### config.mk
export PLATFORM = sky130hd
export DESIGN_NAME = powerpc_system_register_trap_unit
export DESIGN_NICKNAME = d
export VERILOG_FILES = /design/src/rtl/core/srtu_pkg.sv /design/src/rtl/core/srtu_state.sv /design/src/rtl/core/srtu_exec.sv /design/src/rtl/core/powerpc_system_register_trap_unit.sv
export SDC_FILE = /design/constraint.sdc
export NUM_CORES = 1
export LEC_CHECK = 0
export ABC_AREA = 1
export CAP_MARGIN = 10
export CORE_AREA = 8 8 332 334
export DETAILED_ROUTE_END_ITERATION = 8
export DIE_AREA = 0 0 340 342
export DONT_BUFFER_PORTS = 1
export HOLD_SLACK_MARGIN = 0.03
export SLEW_MARGIN = 20
export SYNTH_ARGS = -nofsm -noshare
export SYNTH_HDL_FRONTEND = slang
export SYNTH_HIERARCHICAL = 1
export SYNTH_SLANG_ARGS = --single-unit
### constraint.sdc
create_clock -name clk -period 5.93 [get_ports clk]
set_input_delay 0 -clock clk [delete_from_list [all_inputs] [get_ports clk]]
set_output_delay 0 -clock clk [all_outputs]
set_load 0.005 [all_outputs]
### src/rtl/core/srtu_pkg.sv
package srtu_pkg;

	localparam int unsigned IN_TDATA_W  = 152;
	localparam int unsigned OUT_TDATA_W = 72;
	localparam int unsigned RES_W       = 68;

	localparam logic [3:0] REQ_TRAP     = 4'd0;
	localparam logic [3:0] REQ_SYSCALL  = 4'd1;
	localparam logic [3:0] REQ_RFI      = 4'd2;
	localparam logic [3:0] REQ_MTCRF    = 4'd3;
	localparam logic [3:0] REQ_MCRXR    = 4'd4;
	localparam logic [3:0] REQ_MFCR     = 4'd5;
	localparam logic [3:0] REQ_MTMSR    = 4'd6;
	localparam logic [3:0] REQ_MFMSR    = 4'd7;
	localparam logic [3:0] REQ_MTSR     = 4'd8;
	localparam logic [3:0] REQ_MFSR     = 4'd9;
	localparam logic [3:0] REQ_WR_SRR0  = 4'd10;
	localparam logic [3:0] REQ_WR_SRR1  = 4'd11;
	localparam logic [3:0] REQ_WR_XER   = 4'd12;

	localparam logic [1:0] EXC_NONE     = 2'd0;
	localparam logic [1:0] EXC_TRAP     = 2'd1;
	localparam logic [1:0] EXC_PRIV     = 2'd2;
	localparam logic [1:0] EXC_SYSCALL  = 2'd3;

	localparam logic [4:0] TO_LT        = 5'h10;
	localparam logic [4:0] TO_GT        = 5'h08;
	localparam logic [4:0] TO_EQ        = 5'h04;
	localparam logic [4:0] TO_LTU       = 5'h02;
	localparam logic [4:0] TO_GTU       = 5'h01;

	localparam logic [31:0] MSR_PR_BIT    = 32'h0000_4000;
	localparam logic [31:0] RFI_KEEP_MASK = 32'h87C0_FF73;
	localparam logic [31:0] RFI_CLR_EXTRA = 32'h0004_0000;
	localparam logic [31:0] XER_FLAGS     = 32'hF000_0000;
	localparam logic [3:0]  NIBBLE        = 4'hF;
	localparam logic [31:0] PC_STEP       = 32'd4;

	typedef struct packed {
		logic        [31:0] current_pc;
		logic        [3:0]  segment_index;
		logic        [2:0]  field_select;
		logic        [7:0]  field_mask;
		logic        [31:0] source_value;
		logic        [4:0]  trap_conditions;
		logic signed [31:0] operand_b;
		logic signed [31:0] operand_a;
		logic        [3:0]  req_type;
	} in_item_t;

	typedef struct packed {
		logic        pc_redirect;
		logic [31:0] next_pc;
		logic [1:0]  exception_code;
		logic        read_valid;
		logic [31:0] read_value;
	} result_t;

	typedef struct packed {
		logic [31:0] cr;
		logic [31:0] msr;
		logic [31:0] srr0;
		logic [31:0] srr1;
		logic [31:0] xer;
	} arch_state_t;

	typedef struct packed {
		logic        cr_we;
		logic [31:0] cr_d;
		logic        msr_we;
		logic [31:0] msr_d;
		logic        srr0_we;
		logic        srr1_we;
		logic        xer_we;
		logic [31:0] xer_d;
		logic        seg_we;
	} state_upd_t;

endpackage

### src/rtl/core/srtu_state.sv
module srtu_state #(
	parameter int unsigned SEGMENT_COUNT = 16,
	parameter int unsigned SEG_IDX_W     = 4
) (
	input  logic                       clk,
	input  logic                       arst_n,
	input  logic                       commit,
	input  srtu_pkg::state_upd_t       upd,
	input  logic [31:0]                wdata,
	input  logic [SEG_IDX_W-1:0]       seg_idx,
	output srtu_pkg::arch_state_t      st,
	output logic [31:0]                seg_rdata
);

	logic [31:0] cr_q;
	logic [31:0] msr_q;
	logic [31:0] srr0_q;
	logic [31:0] srr1_q;
	logic [31:0] xer_q;
	logic [31:0] seg_q [SEGMENT_COUNT];

	always_ff @(posedge clk or negedge arst_n) begin
		if (!arst_n) begin
			cr_q   <= '0;
			msr_q  <= '0;
			srr0_q <= '0;
			srr1_q <= '0;
			xer_q  <= '0;
			for (int i = 0; i < SEGMENT_COUNT; i++) begin
				seg_q[i] <= '0;
			end
		end else if (commit) begin
			if (upd.cr_we) begin
				cr_q <= upd.cr_d;
			end
			if (upd.msr_we) begin
				msr_q <= upd.msr_d;
			end
			if (upd.srr0_we) begin
				srr0_q <= wdata;
			end
			if (upd.srr1_we) begin
				srr1_q <= wdata;
			end
			if (upd.xer_we) begin
				xer_q <= upd.xer_d;
			end
			if (upd.seg_we) begin
				seg_q[seg_idx] <= wdata;
			end
		end
	end

	assign st.cr   = cr_q;
	assign st.msr  = msr_q;
	assign st.srr0 = srr0_q;
	assign st.srr1 = srr1_q;
	assign st.xer  = xer_q;
	assign seg_rdata = seg_q[seg_idx];

endmodule

### src/rtl/core/srtu_exec.sv
module srtu_exec (
	input  srtu_pkg::in_item_t    item,
	input  srtu_pkg::arch_state_t st,
	input  logic [31:0]           seg_rdata,
	output srtu_pkg::result_t     res,
	output srtu_pkg::state_upd_t  upd
);

	logic        priv;
	logic        lt_s;
	logic        gt_s;
	logic        eq;
	logic        lt_u;
	logic        gt_u;
	logic        trap_hit;
	logic [31:0] crm_mask;
	logic [4:0]  xer_shift;
	logic [31:0] xer_mask;
	logic [31:0] pc_inc;

	assign priv = (st.msr & srtu_pkg::MSR_PR_BIT) != '0;
	assign lt_s = item.operand_a < item.operand_b;
	assign gt_s = item.operand_a > item.operand_b;
	assign eq   = item.operand_a == item.operand_b;
	assign lt_u = $unsigned(item.operand_a) < $unsigned(item.operand_b);
	assign gt_u = $unsigned(item.operand_a) > $unsigned(item.operand_b);

	assign trap_hit = (lt_s && (item.trap_conditions & srtu_pkg::TO_LT)  != '0)
		|| (gt_s && (item.trap_conditions & srtu_pkg::TO_GT)  != '0)
		|| (eq   && (item.trap_conditions & srtu_pkg::TO_EQ)  != '0)
		|| (lt_u && (item.trap_conditions & srtu_pkg::TO_LTU) != '0)
		|| (gt_u && (item.trap_conditions & srtu_pkg::TO_GTU) != '0);

	always_comb begin
		for (int i = 0; i < 8; i++) begin
			crm_mask[i*4 +: 4] = item.field_mask[i] ? srtu_pkg::NIBBLE : 4'h0;
		end
	end

	assign xer_shift = {item.field_select, 2'b00};
	assign xer_mask  = srtu_pkg::XER_FLAGS >> xer_shift;
	assign pc_inc    = item.current_pc + srtu_pkg::PC_STEP;

	always_comb begin
		res = '0;
		upd = '0;
		case (item.req_type)
			srtu_pkg::REQ_TRAP: begin
				if (trap_hit) begin
					res.exception_code = srtu_pkg::EXC_TRAP;
					res.next_pc        = pc_inc;
					res.pc_redirect    = 1'b1;
				end
			end
			srtu_pkg::REQ_SYSCALL: begin
				res.exception_code = srtu_pkg::EXC_SYSCALL;
				res.next_pc        = pc_inc;
				res.pc_redirect    = 1'b1;
			end
			srtu_pkg::REQ_RFI: begin
				upd.msr_we = 1'b1;
				upd.msr_d  = (st.msr & ~(srtu_pkg::RFI_KEEP_MASK | srtu_pkg::RFI_CLR_EXTRA))
					| (st.srr1 & srtu_pkg::RFI_KEEP_MASK);
				res.next_pc     = {st.srr0[31:2], 2'b00};
				res.pc_redirect = 1'b1;
			end
			srtu_pkg::REQ_MTCRF: begin
				upd.cr_we = 1'b1;
				upd.cr_d  = (item.source_value & crm_mask) | (st.cr & ~crm_mask);
			end
			srtu_pkg::REQ_MCRXR: begin
				upd.cr_we  = 1'b1;
				upd.cr_d   = (st.cr & ~xer_mask)
					| ((st.xer & srtu_pkg::XER_FLAGS) >> xer_shift);
				upd.xer_we = 1'b1;
				upd.xer_d  = st.xer & ~srtu_pkg::XER_FLAGS;
			end
			srtu_pkg::REQ_MFCR: begin
				res.read_value = st.cr;
				res.read_valid = 1'b1;
			end
			srtu_pkg::REQ_MTMSR: begin
				if (priv) begin
					res.exception_code = srtu_pkg::EXC_PRIV;
				end else begin
					upd.msr_we = 1'b1;
					upd.msr_d  = item.source_value;
				end
			end
			srtu_pkg::REQ_MFMSR: begin
				if (priv) begin
					res.exception_code = srtu_pkg::EXC_PRIV;
				end else begin
					res.read_value = st.msr;
					res.read_valid = 1'b1;
				end
			end
			srtu_pkg::REQ_MTSR: begin
				if (priv) begin
					res.exception_code = srtu_pkg::EXC_PRIV;
				end else begin
					upd.seg_we = 1'b1;
				end
			end
			srtu_pkg::REQ_MFSR: begin
				if (priv) begin
					res.exception_code = srtu_pkg::EXC_PRIV;
				end else begin
					res.read_value = seg_rdata;
					res.read_valid = 1'b1;
				end
			end
			srtu_pkg::REQ_WR_SRR0: begin
				upd.srr0_we = 1'b1;
			end
			srtu_pkg::REQ_WR_SRR1: begin
				upd.srr1_we = 1'b1;
			end
			srtu_pkg::REQ_WR_XER: begin
				upd.xer_we = 1'b1;
				upd.xer_d  = item.source_value;
			end
			default: begin
			end
		endcase
	end

endmodule

### src/rtl/core/powerpc_system_register_trap_unit.sv
// An accepted input transaction is held in the input register, executed combinationally
// there, and its result is loaded into the result register that drives m_tdata.
// Throughput: one transaction per cycle while the result register is empty or being
// taken; only then does the input register advance, so each item sees all earlier updates.
// Reset (arst_n low) empties both pipeline registers and clears CR, MSR, SRR0,
// SRR1, XER and every segment register to zero.
module powerpc_system_register_trap_unit #(
	parameter int unsigned SEGMENT_COUNT = 16
) (
	input  logic                               clk,
	input  logic                               arst_n,
	input  logic                               s_tvalid,
	output logic                               s_tready,
	// req_type[3:0], operand_a[35:4], operand_b[67:36], trap_conditions[72:68],
	// source_value[104:73], field_mask[112:105], field_select[115:113],
	// segment_index[119:116], current_pc[151:120]
	input  logic [srtu_pkg::IN_TDATA_W-1:0]    s_tdata,
	output logic                               m_tvalid,
	input  logic                               m_tready,
	// read_value[31:0], read_valid[32], exception_code[34:33], next_pc[66:35],
	// pc_redirect[67], zero fill[71:68]
	output logic [srtu_pkg::OUT_TDATA_W-1:0]   m_tdata
);

	localparam int unsigned SEG_IDX_W = $clog2(SEGMENT_COUNT);

	srtu_pkg::in_item_t    item_s1;
	logic                  valid_s1;
	srtu_pkg::result_t     res_q;
	logic                  res_valid_q;
	srtu_pkg::result_t     res_d;
	srtu_pkg::state_upd_t  upd;
	srtu_pkg::arch_state_t st;
	logic [31:0]           seg_rdata;
	logic                  advance;
	logic                  s_fire;

	assign advance  = valid_s1 && (!res_valid_q || m_tready);
	assign s_tready = !valid_s1 || advance;
	assign s_fire   = s_tvalid && s_tready;

	always_ff @(posedge clk or negedge arst_n) begin
		if (!arst_n) begin
			valid_s1 <= 1'b0;
		end else if (s_tready) begin
			valid_s1 <= s_tvalid;
		end
	end

	always_ff @(posedge clk) begin
		if (s_fire) begin
			item_s1 <= srtu_pkg::in_item_t'(s_tdata);
		end
	end

	always_ff @(posedge clk or negedge arst_n) begin
		if (!arst_n) begin
			res_valid_q <= 1'b0;
		end else if (advance) begin
			res_valid_q <= 1'b1;
		end else if (m_tready) begin
			res_valid_q <= 1'b0;
		end
	end

	always_ff @(posedge clk) begin
		if (advance) begin
			res_q <= res_d;
		end
	end

	srtu_state #(
		.SEGMENT_COUNT (SEGMENT_COUNT),
		.SEG_IDX_W     (SEG_IDX_W)
	) u_state (
		.clk       (clk),
		.arst_n    (arst_n),
		.commit    (advance),
		.upd       (upd),
		.wdata     (item_s1.source_value),
		.seg_idx   (item_s1.segment_index[SEG_IDX_W-1:0]),
		.st        (st),
		.seg_rdata (seg_rdata)
	);

	srtu_exec u_exec (
		.item      (item_s1),
		.st        (st),
		.seg_rdata (seg_rdata),
		.res       (res_d),
		.upd       (upd)
	);

	assign m_tvalid = res_valid_q;
	assign m_tdata  = {{(srtu_pkg::OUT_TDATA_W - srtu_pkg::RES_W){1'b0}}, res_q};

	a_advance_fills: assert property (@(posedge clk) disable iff (!arst_n)
		advance |=> res_valid_q)
		else $error("result register not loaded after advance");

	a_stall_holds_s1: assert property (@(posedge clk) disable iff (!arst_n)
		(valid_s1 && !advance) |=> (valid_s1 && $stable(item_s1)))
		else $error("stalled input stage lost or changed its item");

	a_priv_quiet: assert property (@(posedge clk) disable iff (!arst_n)
		(res_valid_q && res_q.exception_code == srtu_pkg::EXC_PRIV)
			|-> (!res_q.read_valid && !res_q.pc_redirect))
		else $error("privileged fault reported data or redirect");

	a_mcrxr_clears: assert property (@(posedge clk) disable iff (!arst_n)
		(advance && item_s1.req_type == srtu_pkg::REQ_MCRXR) |=> (st.xer[31:28] == 4'h0))
		else $error("XER flags not cleared after mcrxr");

	a_redirect_pc: assert property (@(posedge clk) disable iff (!arst_n)
		(res_valid_q && !res_q.pc_redirect) |-> (res_q.next_pc == '0))
		else $error("next pc set without redirect");

endmodule

# After elaboration in Yosys (flattened, before gate mapping)
# Cells that the tools add are included.
# totals
regBits	866
latch_bits	0
ram_bits	0
romBits	0
inputBits	156
elab_cells	124
memories	0
# op_classes
addsub	1
mul	0
div	0
n_lt_le_gt_ge	6
n_eq_ne	13
n_shift	2
mux	31
bitwise	9
n_reduce_logical	25
# ops
operator	count
$bwmux 512	1
$pmux 33 s2	3
$pmux 33 s3	2
$bmux 32 s4	1
$demux 32 s4	1
$mux 33	3
$and 32x32->32	3
$mux 32	3
$gt 32x32->1	2
$lt 32x32->1	2
$not 32->32	2
$or 32x32->32	2
$mux 35	1
$add 32x3->32 const B	1
$eq 32x32->1	1
$mux 4	8
$or 31x32->32	1
$shr 32x5->32	1
$shr 32x5->32 const A	1
$eq 4x4->1 const B	5
$eq 4x3->1 const B	4
$reduce_and 2->1	6
$eq 4x2->1 const B	2
$logic_and 1x1->1	8
other kinds (12)	23

# Longest topological paths before layout
# depth
depth_word	8
ltp_mapped	19

# Cells and area by module
# The synthesis kept the hierarchy.
# by_module_without_submodules
mod	instances	cells_per_inst	area_per_inst_um2
srtu_state	1	3674	29573.4
powerpc_system_register_trap_unit	1	237	6735.2
srtu_exec	1	1052	5252.5

# Least setup slack after synthesis
# Ideal clock, no wire load.
# synth_path
kind	register to register
start	reg res_valid_q (netlist: m_tvalid)
end	reg u_state/seg_q[355] (netlist bit)
arrival_ns	5.014
path_slack_ns	0.782
stages_incl_launch_ff	9
synth_period_minus_slack_ns	5.148
cell_sequence	dfrtp_1 a21oi_1 clkbuf_1 nand2_1 nor3_2 nand2_1 clkbuf_1 nand2_1 o21ai_0
# synth_between
elab_chain_cells	4
# synth_lines
item	line	source
start, declared	powerpc_system_register_trap_unit.sv:30	logic res_valid_q;
start signal, assigned	powerpc_system_register_trap_unit.sv:58	res_valid_q <= 1'b0;
start signal, assigned	powerpc_system_register_trap_unit.sv:60	res_valid_q <= 1'b1;
start signal, assigned	powerpc_system_register_trap_unit.sv:62	res_valid_q <= 1'b0;
$logic_not 1->1	powerpc_system_register_trap_unit.sv:38	assign advance = valid_s1 && (!res_valid_q || m_tready);
$logic_or 1x1->1	powerpc_system_register_trap_unit.sv:38	
$logic_and 1x1->1	powerpc_system_register_trap_unit.sv:38	
named net advance	powerpc_system_register_trap_unit.sv:35	logic advance;
$reduce_and 2->1 (no line)	-	
end signal, assigned by index	srtu_state.sv:49	seg_q[seg_idx] <= wdata;
end, declared	srtu_state.sv:20	logic [31:0] seg_q [SEGMENT_COUNT];
# The timed path passes the listed nets, and every way through them passes these cells.
# A chain may end at the register's enable or synchronous reset.

==> flow_metrics.tcl <==
set metrics [dict create \
    rr_worst_depth 11 \
    end_kind "flip-flop" \
    met1_usage_pct 29.1 \
    drt_iter0_markers 4042 \
    nets 5147 \
    grt_pass1_vias 31600 \
    area_growth_pct 18.1 \
    antenna_found_initial 18 \
    clock.fmax_mhz 276 \
    postPlaceCellArea_mm2 0.0409 \
    use_met2_pct 33.9 \
    design.core.area_mm2 0.105 \
    vias_per_cell 5.15 \
    fin_area_mm2 0.0470 \
    rsz0062_at_grt "no" \
    p_leak_nw 22.1 \
    nFillCells 10100 \
    final_cell_count_no_fill 6437 \
    hp-class "primary input to asynchronous set/reset pin" \
    avgSynthCellArea_um2 8.28 \
    fin_crit_sh_pct 61.2 \
    finalMaxSlewViolations 576 \
    row_count 119 \
    seqCellArea_mm2 0.0224 \
    fin_crit_ns 3.63 \
    cp-start-kind "flip-flop" \
    synthesis.area_mm2 0.0398 \
    io_pins 230 \
    htree_levels 3 \
    grt_pass1_wl_um 195000 \
    ir_drop_v 0.000231 \
    post-dp-hpwl_um 73800 \
    die_w_um 340 \
    gr-usage-all-layers_pct 21.3 \
    synth_cells 4801 \
    grt_use_met3_pct 3.70 \
    cts_setup_buffers 0 \
    vias 33100 \
    setup_tns_ns 0 \
    start_util_pct 38.0 \
    cts_resized 0 \
    overflow 0 \
    path_class "flip-flop to flip-flop" \
    numCtsBuffers 91 \
    critical_path_arrival_ns 4.02 \
    cts_tree "yes" \
    firstDrtPassIters 6 \
    worstPathMaxFanout 30 \
    die-area_mm2 0.116 \
    drc 0 \
    timing.hold.ws_ns -0.894 \
    hold_violations 633 \
    clock_latency_ns 0.66 \
    cts.sink_count 851 \
    maxSlewHeadroom_pct -99.0 \
    synth_warnings 6 \
    violations "negative hold slack, max-slew violations" \
    max_slew.worst_pin.slew_ns 2.99 \
    gp_congestion 0.857 \
    port-buffer-count 0 \
    cts_buffer_depth 3 \
    status "finished, violations left" \
    drive_gt1_share_pct 7.03 \
    clockRootBuffer "clkbuf_16" \
    multi_input_area_mm2 0.0151 \
    grt.busiest_layer "met2" \
    required_ns 6.32 \
    die_y_um 342 \
    clock_skew_ns 0.0264 \
    post_drt_wl_per_cell_um 19.9 \
    grt_max_degree 632 \
    drt-total-wl_um 128000 \
    cap_violations 0 \
    drtAntennaViolNets 0 \
    p_per_area_mw_per_mm2 291 \
    dpl.cell_count 5950 \
    finalSetupViolations 0 \
    clkTransAtPathRegs_ns 0.07 \
]
cell type report:
type | count | area share [%]
antenna | 10 | 0.0533
inverter | 332 | 2.68
sequential | 851 | 47.7
clock inverter | 41 | 0.756
clock buffer | 130 | 5.71
timing repair buffer | 351 | 7.32
multi-input combinational | 3331 | 32.1
tap | 1391 | 3.71
sequential cells by signal (all words and copies together), names as in the netlist:
name	count
u_state/cr_q	32
u_state/seg_q	512
item_s1	152
u_state/srr0_q	30
m_tdata	68
u_state/srr1_q	19
m_tvalid	1
u_state/xer_q	4
u_state/msr_q	32
valid_s1	1
layer usage:
layer / part of all wire, % / vias to the layer above / wire length [um]
met2: 46 / 1321 / 59000
li1: - / 15600 / -
met4: 3.8 / 2 / 4850
met3: 7.8 / 265 / 9950
met5: 0.010 / - / 13
met1: 42 / 15900 / 54200
what timing repair did:
item                                   in CTS  in global routing
endpoints found under the hold margin     812                633
hold buffers                              304                  2
setup endpoints to repair                   0                  0
critical path, stage by stage, from the launching register on:
cell and delay [ns]:
edfxtp_1 0.41, inv_1 0.09, ha_1 0.30, nand2_1 0.10, nor3_1 0.73, nand3_2 0.20
nand2_1 0.14, a21oi_2 0.06, nor2_2 0.12, nand3_2 0.79, nand3_2 0.31, nand2_1 0.09
where the power goes:
part           internal, mW  switching [mW]
Clock                  3.34            2.47
Sequential             6.42           0.259
Combinational         0.416           0.758
metrics by stage:
step           setup slack, ns  power (mW)  utilization (%)
2_1_floorplan            0.782        7.39                -
3_3_place_gp              2.70        7.71             39.0
3_5_place_dp              2.60        7.74             39.0
4_1_cts                   2.60        13.7             44.8
5_1_grt                   2.26        14.2             44.9
6_report                  2.30        13.7             44.9
final timing paths:
check | from | end | slack, ns
worst max-delay path | item_s1[42] | m_tdata[50] | 2.30
worst min-delay path | arst_n | u_state/seg_q[315] | -0.89
worst max register to register | item_s1[42] | m_tdata[50] | 2.30
worst min register to register | u_state/seg_q[218] | u_state/seg_q[218] | 0.48
max in group asynchronous | arst_n | u_state/seg_q[389] | 4.53
min in group clk | s_tvalid | item_s1[110] | -0.02
placed cells by master (no fill, tap or decap), types with 16 or more instances in the layout:
cell           instances
clkinv_2              19
edfxtp_1             220
nor2_1                85
nand3_2               35
nand3_1               36
o211ai_1              18
o22ai_1               43
mux2_2                68
o21ai_1              130
nor3_1                16
clkbuf_1              19
nand2_1             2196
dfrtp_1              631
buf_4                 42
dlygate4sd3_1        306
ha_1                  33
o21ai_0              545
xor2_1                18
nand2_2               28
inv_1                326
clkbuf_16             96
Note: power is estimated with default switching activity, not from simulation.
